## src/hdl/rmst_pkg.sv

```systemverilog
// Shared types and constants for the range-maximum segment tree.
package rmst_pkg;

	localparam int LEAF_COUNT_DEF = 1024;
	localparam int VALUE_BITS_DEF = 32;
	localparam int POS_W          = 11;
	localparam int LEN_W          = 11;
	localparam int DATA_W         = 32;
	localparam int IN_TDATA_W     = 72;
	localparam int OUT_TDATA_W    = 32;

	typedef enum logic [3:0] {
		ST_CLEAR,
		ST_IDLE,
		ST_CMD,
		ST_LEAF,
		ST_URD,
		ST_UWR,
		ST_QSTEP,
		ST_QL,
		ST_QR,
		ST_QDONE
	} state_t;

	typedef enum logic [3:0] {
		OP_NONE,
		OP_CLEAR,
		OP_ACCEPT,
		OP_LEAF,
		OP_URD,
		OP_UWR,
		OP_QSTEP,
		OP_QL,
		OP_QR,
		OP_OUT
	} dp_op_t;

	typedef struct packed {
		dp_op_t op;
	} dp_cmd_t;

	typedef struct packed {
		logic clear_last;
		logic is_query;
		logic q_empty;
		logic load_ok;
		logic up_more;
		logic up_next;
		logic l_lt_r;
		logic l_odd;
		logic r_odd;
		logic out_free;
	} dp_status_t;

endpackage

```

## src/hdl/rmst_ctrl.sv

```systemverilog
// Controller state machine sequencing clear, load and query walks.
module rmst_ctrl (
	input  logic                 clk,
	input  logic                 arst_n,
	input  logic                 s_tvalid,
	output logic                 s_tready,
	input  rmst_pkg::dp_status_t status,
	output rmst_pkg::dp_cmd_t    cmd
);

	rmst_pkg::state_t state_q, state_d;

	always_ff @(posedge clk or negedge arst_n) begin
		if (!arst_n) begin
			state_q <= rmst_pkg::ST_CLEAR;
		end else begin
			state_q <= state_d;
		end
	end

	always_comb begin
		state_d  = state_q;
		cmd.op   = rmst_pkg::OP_NONE;
		s_tready = 1'b0;
		unique case (state_q)
			rmst_pkg::ST_CLEAR: begin
				cmd.op = rmst_pkg::OP_CLEAR;
				if (status.clear_last) state_d = rmst_pkg::ST_IDLE;
			end
			rmst_pkg::ST_IDLE: begin
				s_tready = 1'b1;
				if (s_tvalid) begin
					cmd.op  = rmst_pkg::OP_ACCEPT;
					state_d = rmst_pkg::ST_CMD;
				end
			end
			rmst_pkg::ST_CMD: begin
				if (status.is_query) begin
					state_d = status.q_empty ? rmst_pkg::ST_QDONE : rmst_pkg::ST_QSTEP;
				end else begin
					state_d = status.load_ok ? rmst_pkg::ST_LEAF : rmst_pkg::ST_IDLE;
				end
			end
			rmst_pkg::ST_LEAF: begin
				cmd.op  = rmst_pkg::OP_LEAF;
				state_d = status.up_more ? rmst_pkg::ST_URD : rmst_pkg::ST_IDLE;
			end
			rmst_pkg::ST_URD: begin
				cmd.op  = rmst_pkg::OP_URD;
				state_d = rmst_pkg::ST_UWR;
			end
			rmst_pkg::ST_UWR: begin
				cmd.op  = rmst_pkg::OP_UWR;
				state_d = status.up_next ? rmst_pkg::ST_URD : rmst_pkg::ST_IDLE;
			end
			rmst_pkg::ST_QSTEP: begin
				if (!status.l_lt_r) begin
					state_d = rmst_pkg::ST_QDONE;
				end else begin
					cmd.op = rmst_pkg::OP_QSTEP;
					priority if (status.l_odd) state_d = rmst_pkg::ST_QL;
					else if (status.r_odd)     state_d = rmst_pkg::ST_QR;
					else                       state_d = rmst_pkg::ST_QSTEP;
				end
			end
			rmst_pkg::ST_QL: begin
				cmd.op  = rmst_pkg::OP_QL;
				state_d = status.r_odd ? rmst_pkg::ST_QR : rmst_pkg::ST_QSTEP;
			end
			rmst_pkg::ST_QR: begin
				cmd.op  = rmst_pkg::OP_QR;
				state_d = rmst_pkg::ST_QSTEP;
			end
			rmst_pkg::ST_QDONE: begin
				if (status.out_free) begin
					cmd.op  = rmst_pkg::OP_OUT;
					state_d = rmst_pkg::ST_IDLE;
				end
			end
			default: state_d = rmst_pkg::ST_CLEAR;
		endcase
	end

endmodule

```

## config.mk

```make
export PLATFORM = sky130hd
export DESIGN_NAME = rmst_ctrl
export DESIGN_NICKNAME = d
export VERILOG_FILES = /design/src/hdl/rmst_pkg.sv /design/src/hdl/rmst_ctrl.sv
export SDC_FILE = /design/constraint.sdc
export NUM_CORES = 1
export LEC_CHECK = 0
export BUFFER_PORTS_ARGS = -buffer_cell sky130_fd_sc_hd__buf_2
export CORE_MARGIN = 2
export CORE_UTILIZATION = 28
export CTS_CLUSTER_SIZE = 16
export DETAILED_ROUTE_END_ITERATION = 10
export PLACE_DENSITY = 0.47
export SYNTH_ARGS = -nofsm -noshare
export SYNTH_HDL_FRONTEND = slang
export SYNTH_SLANG_ARGS = --single-unit
```

## constraint.sdc

```tcl
create_clock -name clk -period 1.8 [get_ports clk]
set_input_delay 0.09 -clock clk [delete_from_list [all_inputs] [get_ports clk]]
set_output_delay 0.09 -clock clk [all_outputs]
set_load 0.01 [all_outputs]
```

==> results.py, run 1 <==
metrics = {
    "sta": {
        "maxSlewHeadroom_pct": 67.5,
        "fmax_ghz": 0.601,
        "min_period_over_period_pct": 92.4,
        "drv_slew": 0,
        "hold_viol_final": 0,
        "fin_setup_tns_ps": 0,
        "skew_ps": 5.98,
        "rsz0062_at_grt": "no",
        "hold_slack_ps": 184,
        "min_period_ps": 1660,
        "setup_slack_ps": 136,
        "tightestPinTransition_ps": 487,
        "setup_violations": 0,
    },
    "yosys": {
        "synth.net_count": 78,
        "yosysUniqueCellTypes": 33,
        "synth_area_leaders": "dfrtp_1 20%, nand2b_1 7.6%, nand2b_4 5.6%",
        "yosys.area.top_type_share_pct": 20.2,
        "syn_area_um2": 495,
        "yosysTopAreaCell": "dfrtp_1",
        "synthCells": 65,
        "ys.warnings.count": 0,
        "syn_avg_cell_area_um2": 7.62,
        "ys_ff_latch": 4,
        "ys_seq_area_share_pct": 20.2,
    },
    "finish": {
        "drive_gt1_share_pct": 34.9,
        "fillers": 191,
        "area_delta_synth_final_pct": 25.0,
        "final_cell_mix": "17 x buf_2, 6 x nand2b_1, 5 x nor3_1, 5 x nand2_1",
        "biggestRegsByFlops": "state_q: 4 flops",
        "nNetsFinal": 98,
        "final_common_cell": "buf_2",
        "largest_reg_flops": 4,
        "utilization_pct": 36.7,
        "regMostFlops": "state_q",
        "num_antenna_cells": 0,
    },
    "global_route": {
        "grt_pass1_vias": 480,
        "grtUsageTotal_pct": 13.5,
        "grt_max_degree": 18,
        "overflow": 0,
        "antenna_found_initial": 0,
        "grt_pass1_wl_um": 2080,
    },
    "critical_path": {
        "cp.arrival_ps": 1570,
        "max_stage_delay_ps": 630,
        "endpoint_kind": "output pin",
        "crit_buf_inv": 2,
        "crit_path_start": "state_q[0]",
        "path_cells": "inv_1, a21bo_2, a21oi_1, buf_2",
        "r2r-start": "state_q[0]",
        "cp-start-kind": "flop",
        "cp_data_required_time_ps": 1710,
        "critPathKind": "reg -> out",
        "path_delay_family": "flip-flops",
        "slowest_stage": "dfrtp_1",
        "crit_fanout": 17,
    },
    "die": {
        "initial_core_util_pct": 29.3,
        "core-area_um2": 1690,
        "placementRows": 15,
        "io_pins": 18,
        "dieWidth_um": 46.1,
        "die_area_um2": 2120,
        "die_y_um": 46.1,
    },
    "cts": {
        "cts-buffers-inserted": 3,
        "cts_tree": "yes",
        "cts_resized": 0,
        "clk_pin_slew_worst_paths_ps": 40,
        "numClockSinks": 4,
        "h-tree-depth": 1,
        "clk_path_buf_depth": 2,
        "clk-insertion-delay-late_ps": 240,
        "cts_root_buf": "clkbuf_4",
    },
    "drt": {
        "vias": 558,
        "vias_per_cell": 5.58,
        "wirelength_um": 1320,
        "drc_errors": 0,
        "wl_per_cell_um": 13.2,
        "initialDrtViolationCount": 20,
        "ant_nets": 0,
        "first_pass_iters": 4,
    },
    "power_and_ir_drop": {
        "finalPower_w": 0.000907,
        "p_leak_nw": 0.281,
        "peakVddDrop_mv": 0.482,
        "powerDensity_nw_per_um2": 1460,
    },
    "place": {
        "hpwlAfterDp_um": 1020,
        "port_buffers": 17,
        "gp_congestion": 0.829,
        "pre_cts_ws_ps": 246,
    },
    "status": {
        "status": "finished clean",
    },
    "worst_hold_path": {
        "hold_path_class": "in -> async",
    },
    "job": {
        "maxCapViolCount": 0,
    },
}
## final cells by class
| class | instances | area [um2] | share of cell area, % |
|---|---|---|---|
| multi-input combinational | 53 | 354 | 57.2 |
| timing repair buffer | 20 | 110 | 17.8 |
| sequential | 4 | 100 | 16.2 |
| clock buffer | 3 | 22.5 | 3.64 |
| tap | 17 | 21.3 | 3.43 |
| inverter | 3 | 11.3 | 1.82 |
## cell families after synthesis
logic type | after synthesis | synth area share (%)
AO/OA/AOI/OAI | 23 | 34.1
flip-flops | 4 | 20.2
multiplexers | 1 | 2.27
AND/OR/NAND/NOR | 29 | 35.1
buffers and inverters | 8 | 8.33
## stage by stage
step | instance area [um2] | instances
6_report | 619 | 100
5_1_grt | 619 | 100
4_1_cts | 619 | 100
3_5_place_dp | 587 | 96
3_3_place_gp | 587 | 96
2_1_floorplan | 495 | 65
## repair_timing
action | in CTS | in global routing
hold endpoints to repair | 4 | 0
setup buffers | 0 | 0
hold buffers | 1 | 0
## metal layers
| metal | global-route usage, % | wire (um) | vias to the layer above |
|---|---|---|---|
| met5 | 0 | 0 | - |
| met4 | 3.43 | 0 | 0 |
| met3 | 3.92 | 88 | 0 |
| met2 | 21.4 | 610 | 20 |
| met1 | 17.9 | 626 | 261 |
| li1 | - | - | 277 |
## synth_stat cells
cell type,instances
a221oi_2,1
a311oi_1,1
nor4_2,1
o211a_1,1
a211oi_1,1
mux2_2,1
o21ai_1,1
a21oi_1,3
nor3b_1,1
nand2_1,5
nor2_1,4
a31oi_1,2
o22ai_1,1
nor2b_1,1
inv_1,3
nor3_1,5
o32ai_1,1
nand3_1,2
o41ai_1,1
nand2b_1,6
buf_6,1
a211o_1,1
clkbuf_1,1
nor2_2,1
nand2b_4,2
nand3b_1,1
o21ai_0,3
a21bo_2,1
buf_2,3
a21o_1,1
dfrtp_1,4
o31ai_1,2
o21a_1,2
## power by group
group	switching, W	total, W	internal (W)
sequential	0.000121	0.000245	0.000124
clock	0.0000363	0.000111	0.0000745
combinational	0.000278	0.000551	0.000274
total	0.000435	0.000907	0.000472
## worst paths after layout
path,to,slack (ps),cells after the start
worst min register to register,state_q[2],580,1
min in group clk,state_q[3],220,3
worst max register to register,state_q[1],240,4
worst max-delay path,cmd[1],140,4
max in group asynchronous,state_q[0],1490,2
worst min-delay path,state_q[1],180,2
No activity file was read; power rests on OpenSTA's default activity.
==> run 2, diff against run 1 <==
--- a/config.mk
+++ b/config.mk
@@ -6,11 +6,11 @@
 export NUM_CORES = 1
 export LEC_CHECK = 0
 export BUFFER_PORTS_ARGS = -buffer_cell sky130_fd_sc_hd__buf_2
-export CORE_MARGIN = 2
-export CORE_UTILIZATION = 28
+export CORE_AREA = 2 2 39 41
 export CTS_CLUSTER_SIZE = 16
 export DETAILED_ROUTE_END_ITERATION = 10
-export PLACE_DENSITY = 0.47
+export DIE_AREA = 0 0 41 43
+export PLACE_DENSITY = 0.6
 export SYNTH_ARGS = -nofsm -noshare
 export SYNTH_HDL_FRONTEND = slang
 export SYNTH_SLANG_ARGS = --single-unit
==> run 2 against run 1 <==
Register-to-register slack about the same. Sequential power fell by 7%. Die area decreased by 17%. First-iteration DRC count is 70% lower. Total power rose by 0.13%. Critical path depth is the same. Final area shrank 0.20%. Core utilization grew 8.0 points. Flip-flop and latch count unchanged.
==> results.py, run 2 (synthesized netlist as in run 1, its figures left out) <==
metrics = {
    "cts": {
        "h-tree-depth": 1,
        "numClockSinks": 4,
        "clk_path_buf_depth": 2,
        "cts_root_buf": "clkbuf_4",
        "postCtsSetupBuffers": 0,
        "clk-insertion-delay-late_ps": 230,
        "cts-buffers-inserted": 3,
        "clk_pin_slew_worst_paths_ps": 30,
        "cts_tree": "yes",
    },
    "sta": {
        "drv_slew": 0,
        "min_period_ps": 1560,
        "fin_setup_tns_ps": 0,
        "maxSlewHeadroom_pct": 70.9,
        "fmax_ghz": 0.643,
        "rsz0062_at_grt": "no",
        "tightestPinTransition_ps": 431,
        "setup_slack_ps": 244,
        "skew_ps": 1.37,
        "min_period_over_period_pct": 86.5,
        "hold_viol_final": 0,
        "setup_violations": 0,
    },
    "place": {
        "hpwlAfterDp_um": 981,
        "pre_cts_ws_ps": 260,
        "port_buffers": 17,
        "gp_congestion": 0.842,
    },
    "drt": {
        "wl_per_cell_um": 12.6,
        "first_pass_iters": 4,
        "drc_errors": 0,
        "ant_nets": 0,
        "vias_per_cell": 5.36,
        "initialDrtViolationCount": 6,
        "wirelength_um": 1240,
        "vias": 531,
    },
    "finish": {
        "largest_reg_flops": 4,
        "num_antenna_cells": 0,
        "nNetsFinal": 98,
        "final_common_cell": "buf_2",
        "biggestRegsByFlops": "state_q: 4 flops",
        "area_delta_synth_final_pct": 24.7,
        "final_cell_mix": "17 x buf_2, 6 x nand2b_1, 5 x nor3_1, 5 x nand2_1",
        "utilization_pct": 44.7,
        "regMostFlops": "state_q",
        "drive_gt1_share_pct": 34.9,
    },
    "die": {
        "io_pins": 18,
        "placementRows": 14,
        "die_y_um": 43,
        "core-area_um2": 1380,
        "initial_core_util_pct": 35.8,
        "dieWidth_um": 41,
        "die_area_um2": 1760,
    },
    "power_and_ir_drop": {
        "peakVddDrop_mv": 0.612,
        "finalPower_w": 0.000908,
        "p_leak_nw": 0.281,
        "powerDensity_nw_per_um2": 1470,
    },
    "global_route": {
        "grt_pass1_vias": 464,
        "overflow": 0,
        "grtUsageTotal_pct": 15.9,
        "grt_max_degree": 12,
        "antenna_found_initial": 0,
        "grt_pass1_wl_um": 1930,
    },
    "critical_path": {
        "critPathKind": "reg -> reg",
        "endpoint_kind": "flop",
        "path_cells": "inv_1, nor4_2, a311oi_1, a221oi_2",
        "cp-start-kind": "flop",
        "cp_data_required_time_ps": 1930,
        "max_stage_delay_ps": 550,
        "cp.arrival_ps": 1690,
        "slowest_stage": "dfrtp_1",
        "crit_fanout": 11,
    },
    "status": {
        "status": "finished clean",
    },
    "job": {
        "maxCapViolCount": 0,
    },
    "worst_hold_path": {
        "hold_path_class": "in -> async",
    },
}
[run 2: cell counts in the layout (fill, tap and decap cells not counted)]
No cell type changed its count.
[run 2: worst max-delay path: cells and delay by family, from the launching register on]
| kind | cells | cell delay, ps |
|---|---|---|
| flip-flops | 1 | 550 |
| AO/OA/AOI/OAI | 2 | 380 |
| AND/OR/NAND/NOR | 1 | 320 |
| buffers and inverters | 1 | 210 |
[run 2: power by group]
group / internal, W / switching (W)
logic: 0.000278 / 0.000297
clock network: 0.0000742 / 0.0000310
registers: 0.000125 / 0.000103
total: 0.000477 / 0.000431
[run 2: worst paths after layout]
| check | depth (start not counted) | start | slack [ps] | end |
|---|---|---|---|---|
| min in group clk | 3 | status[1] | 230 | state_q[3] |
| worst max-delay path | 4 | state_q[2] | 240 | state_q[1] |
| worst min-delay path | 2 | arst_n | 210 | state_q[2] |
| worst max register to register | 4 | state_q[2] | 240 | state_q[1] |
| worst min register to register | 1 | state_q[3] | 700 | state_q[2] |
| max in group asynchronous | 2 | arst_n | 1470 | state_q[0] |
[run 2: final cells by class]
type | count | area (um2)
Tap cell | 16 | 20.0
Timing Repair Buffer | 20 | 110
Fill cell | 146 | 766
Multi-Input combinational cell | 53 | 354
Inverter | 3 | 11.3
Sequential cell | 4 | 100
Clock buffer | 3 | 22.5
[run 2: what timing repair did]
action	CTS	global route
gates resized for setup	0	0
hold buffers	1	0
endpoints found under the hold margin	4	0
[run 2: stage by stage]
step | cell area, um2 | cells | hold WS, ps
2_1_floorplan | 495 | 65 | -206
3_3_place_gp | 586 | 95 | -101
3_5_place_dp | 586 | 95 | -100
4_1_cts | 618 | 99 | 194
5_1_grt | 618 | 99 | 219
6_report | 618 | 99 | 213
[run 2: metal layers]
metal	GRT usage [%]	part of all wire, %	up-vias
li1	-	-	277
met5	0	0	-
met4	6.00	0	0
met3	3.14	2.7	0
met2	26.6	49	10
met1	18.8	48	244
==> run 3, diff against run 2 <==
--- a/config.mk
+++ b/config.mk
@@ -6,11 +6,11 @@
 export NUM_CORES = 1
 export LEC_CHECK = 0
 export BUFFER_PORTS_ARGS = -buffer_cell sky130_fd_sc_hd__buf_2
-export CORE_AREA = 2 2 39 41
-export CTS_CLUSTER_SIZE = 16
+export CORE_MARGIN = 2
+export CORE_UTILIZATION = 35
+export CTS_CLUSTER_SIZE = 40
 export DETAILED_ROUTE_END_ITERATION = 10
-export DIE_AREA = 0 0 41 43
-export PLACE_DENSITY = 0.6
+export PLACE_DENSITY = 0.57
 export SYNTH_ARGS = -nofsm -noshare
 export SYNTH_HDL_FRONTEND = slang
 export SYNTH_SLANG_ARGS = --single-unit
==> run 3 against run 2 <==
Global-route usage is 1.5 points lower. Via count increased by 0.56%. Worst hold slack got worse by 29 ps. Core utilization rose by 2.8 points. Maximum frequency grew 2.3%. Worst setup slack improved by 35 ps. Register-to-register slack better by 30 ps.
==> results.py, run 3 (synthesized netlist as in run 1, its figures left out) <==
metrics = {
    "sta": {
        "setup_slack_ps": 279,
        "hold_slack_ps": 184,
        "setup_violations": 0,
        "skew_ps": 6.00,
        "rsz0062_at_grt": "no",
        "tightestPinTransition_ps": 439,
        "min_period_ps": 1520,
        "fin_setup_tns_ps": 0,
        "min_period_over_period_pct": 84.5,
        "hold_viol_final": 0,
        "drv_slew": 0,
        "fmax_ghz": 0.657,
        "maxSlewHeadroom_pct": 70.7,
    },
    "critical_path": {
        "path_cells": "nor2_2, mux2_2, a221oi_2",
        "cp_data_required_time_ps": 1930,
        "crit_fanout": 11,
        "max_stage_delay_ps": 520,
        "critPathKind": "reg -> reg",
        "slowest_stage": "dfrtp_1",
        "cp.arrival_ps": 1650,
        "cp-start-kind": "flop",
        "endpoint_kind": "flop",
    },
    "power_and_ir_drop": {
        "power_frac_clock_pct": 12.1,
        "finalPower_w": 0.000914,
        "power.switching_w": 0.000430,
        "p_leak_nw": 0.285,
        "seqPwrFrac_pct": 25.0,
        "power_frac_comb_pct": 62.9,
        "peakVddDrop_mv": 0.843,
        "powerDensity_nw_per_um2": 1460,
        "intPower_w": 0.000484,
        "switching_share_pct": 47.0,
    },
    "drt": {
        "initialDrtViolationCount": 19,
        "vias_per_cell": 5.39,
        "drc_errors": 0,
        "wirelength_um": 1220,
        "first_pass_iters": 4,
        "vias": 534,
        "ant_nets": 0,
        "wl_per_cell_um": 12.3,
    },
    "finish": {
        "nNetsFinal": 99,
        "num_antenna_cells": 0,
        "regMostFlops": "state_q",
        "area_delta_synth_final_pct": 26.3,
        "fin_area_um2": 626,
        "drive_gt1_share_pct": 36.9,
        "biggestRegsByFlops": "state_q: 4 flops",
        "final_cell_mix": "17 x buf_2, 6 x nand2b_1, 5 x nor3_1, 5 x nand2_1, 4 x nor2_1",
        "largest_reg_flops": 4,
        "final_common_cell": "buf_2",
    },
    "global_route": {
        "antenna_found_initial": 0,
        "overflow": 0,
        "grt_pass1_vias": 494,
        "grtUsageTotal_pct": 14.4,
        "grt_pass1_wl_um": 2010,
        "grt_max_degree": 18,
    },
    "place": {
        "place_area_um2": 592,
        "pre_cts_ws_ps": 254,
        "gp_congestion": 0.873,
        "hpwlAfterDp_um": 946,
        "port_buffers": 17,
    },
    "cts": {
        "postCtsSetupBuffers": 0,
        "h-tree-depth": 1,
        "cts-buffers-inserted": 3,
        "numClockSinks": 4,
        "clk-insertion-delay-late_ps": 240,
        "clk_path_buf_depth": 2,
        "cts_tree": "yes",
        "cts_root_buf": "clkbuf_4",
        "clk_pin_slew_worst_paths_ps": 40,
    },
    "die": {
        "dieWidth_um": 41.6,
        "die_y_um": 41.6,
        "placementRows": 13,
        "initial_core_util_pct": 37.6,
        "io_pins": 18,
        "die_area_um2": 1730,
        "core-area_um2": 1320,
    },
    "status": {
        "status": "finished clean",
    },
    "worst_hold_path": {
        "hold_path_class": "in -> async",
    },
    "job": {
        "maxCapViolCount": 0,
    },
}
[run 3: cell count changes in the layout (fill, tap and decap cells not counted), sizes merged]
cell and delta:
buf +1
[run 3: worst paths after layout]
check	from	end	slack [ps]	depth (start not counted)
worst max-delay path	state_q[1]	state_q[1]	280	3
worst min-delay path	arst_n	state_q[3]	180	2
worst max register to register	state_q[1]	state_q[1]	280	3
worst min register to register	state_q[3]	state_q[2]	530	1
max in group asynchronous	arst_n	state_q[0]	1480	2
min in group clk	status[1]	state_q[3]	210	3
[run 3: routing by layer]
layer	vias to the layer above	global-route usage [%]	share of wire, %
met4	0	3.87	0
met3	0	3.04	4.5
met1	242	19.4	50
met5	-	0	0
li1	279	-	-
met2	13	23.1	45
[run 3: power groups by stage]
stage          sequential (W)  clock, W  combinational (W)
6_report             0.000228  0.000111           0.000575
3_5_place_dp         0.000224         0           0.000573
4_1_cts              0.000223  0.000114           0.000578
5_1_grt              0.000240  0.000125           0.000640
3_3_place_gp         0.000228         0           0.000575
2_1_floorplan        0.000155         0           0.000499
[run 3: metrics by stage]
step	instances	utilization, %
2_1_floorplan	65	-
3_3_place_gp	95	44.9
5_1_grt	99	47.5
6_report	99	47.5
3_5_place_dp	95	44.9
4_1_cts	99	47.4
[run 3: layout make-up]
class	instances	area (um2)
fillers	138	692
multi-input cells	53	354
repair buffers	21	118
flip-flops and latches	4	101
clock buffers	3	22.5
well taps	15	18.8
inverters	3	11.3
[run 3: worst max-delay path, delay by kind of cell (launching register included)]
| kind | cells | cell delay (ps) |
|---|---|---|
| flops | 1 | 520 |
| simple gates | 1 | 310 |
| mux | 1 | 390 |
| compound gates | 1 | 190 |
[run 3: repair_timing]
action                                 in CTS  in global routing
setup endpoints to repair                   0                  1
hold buffers                                1                  0
gates resized for setup                     0                  1
endpoints found under the hold margin       4                  0
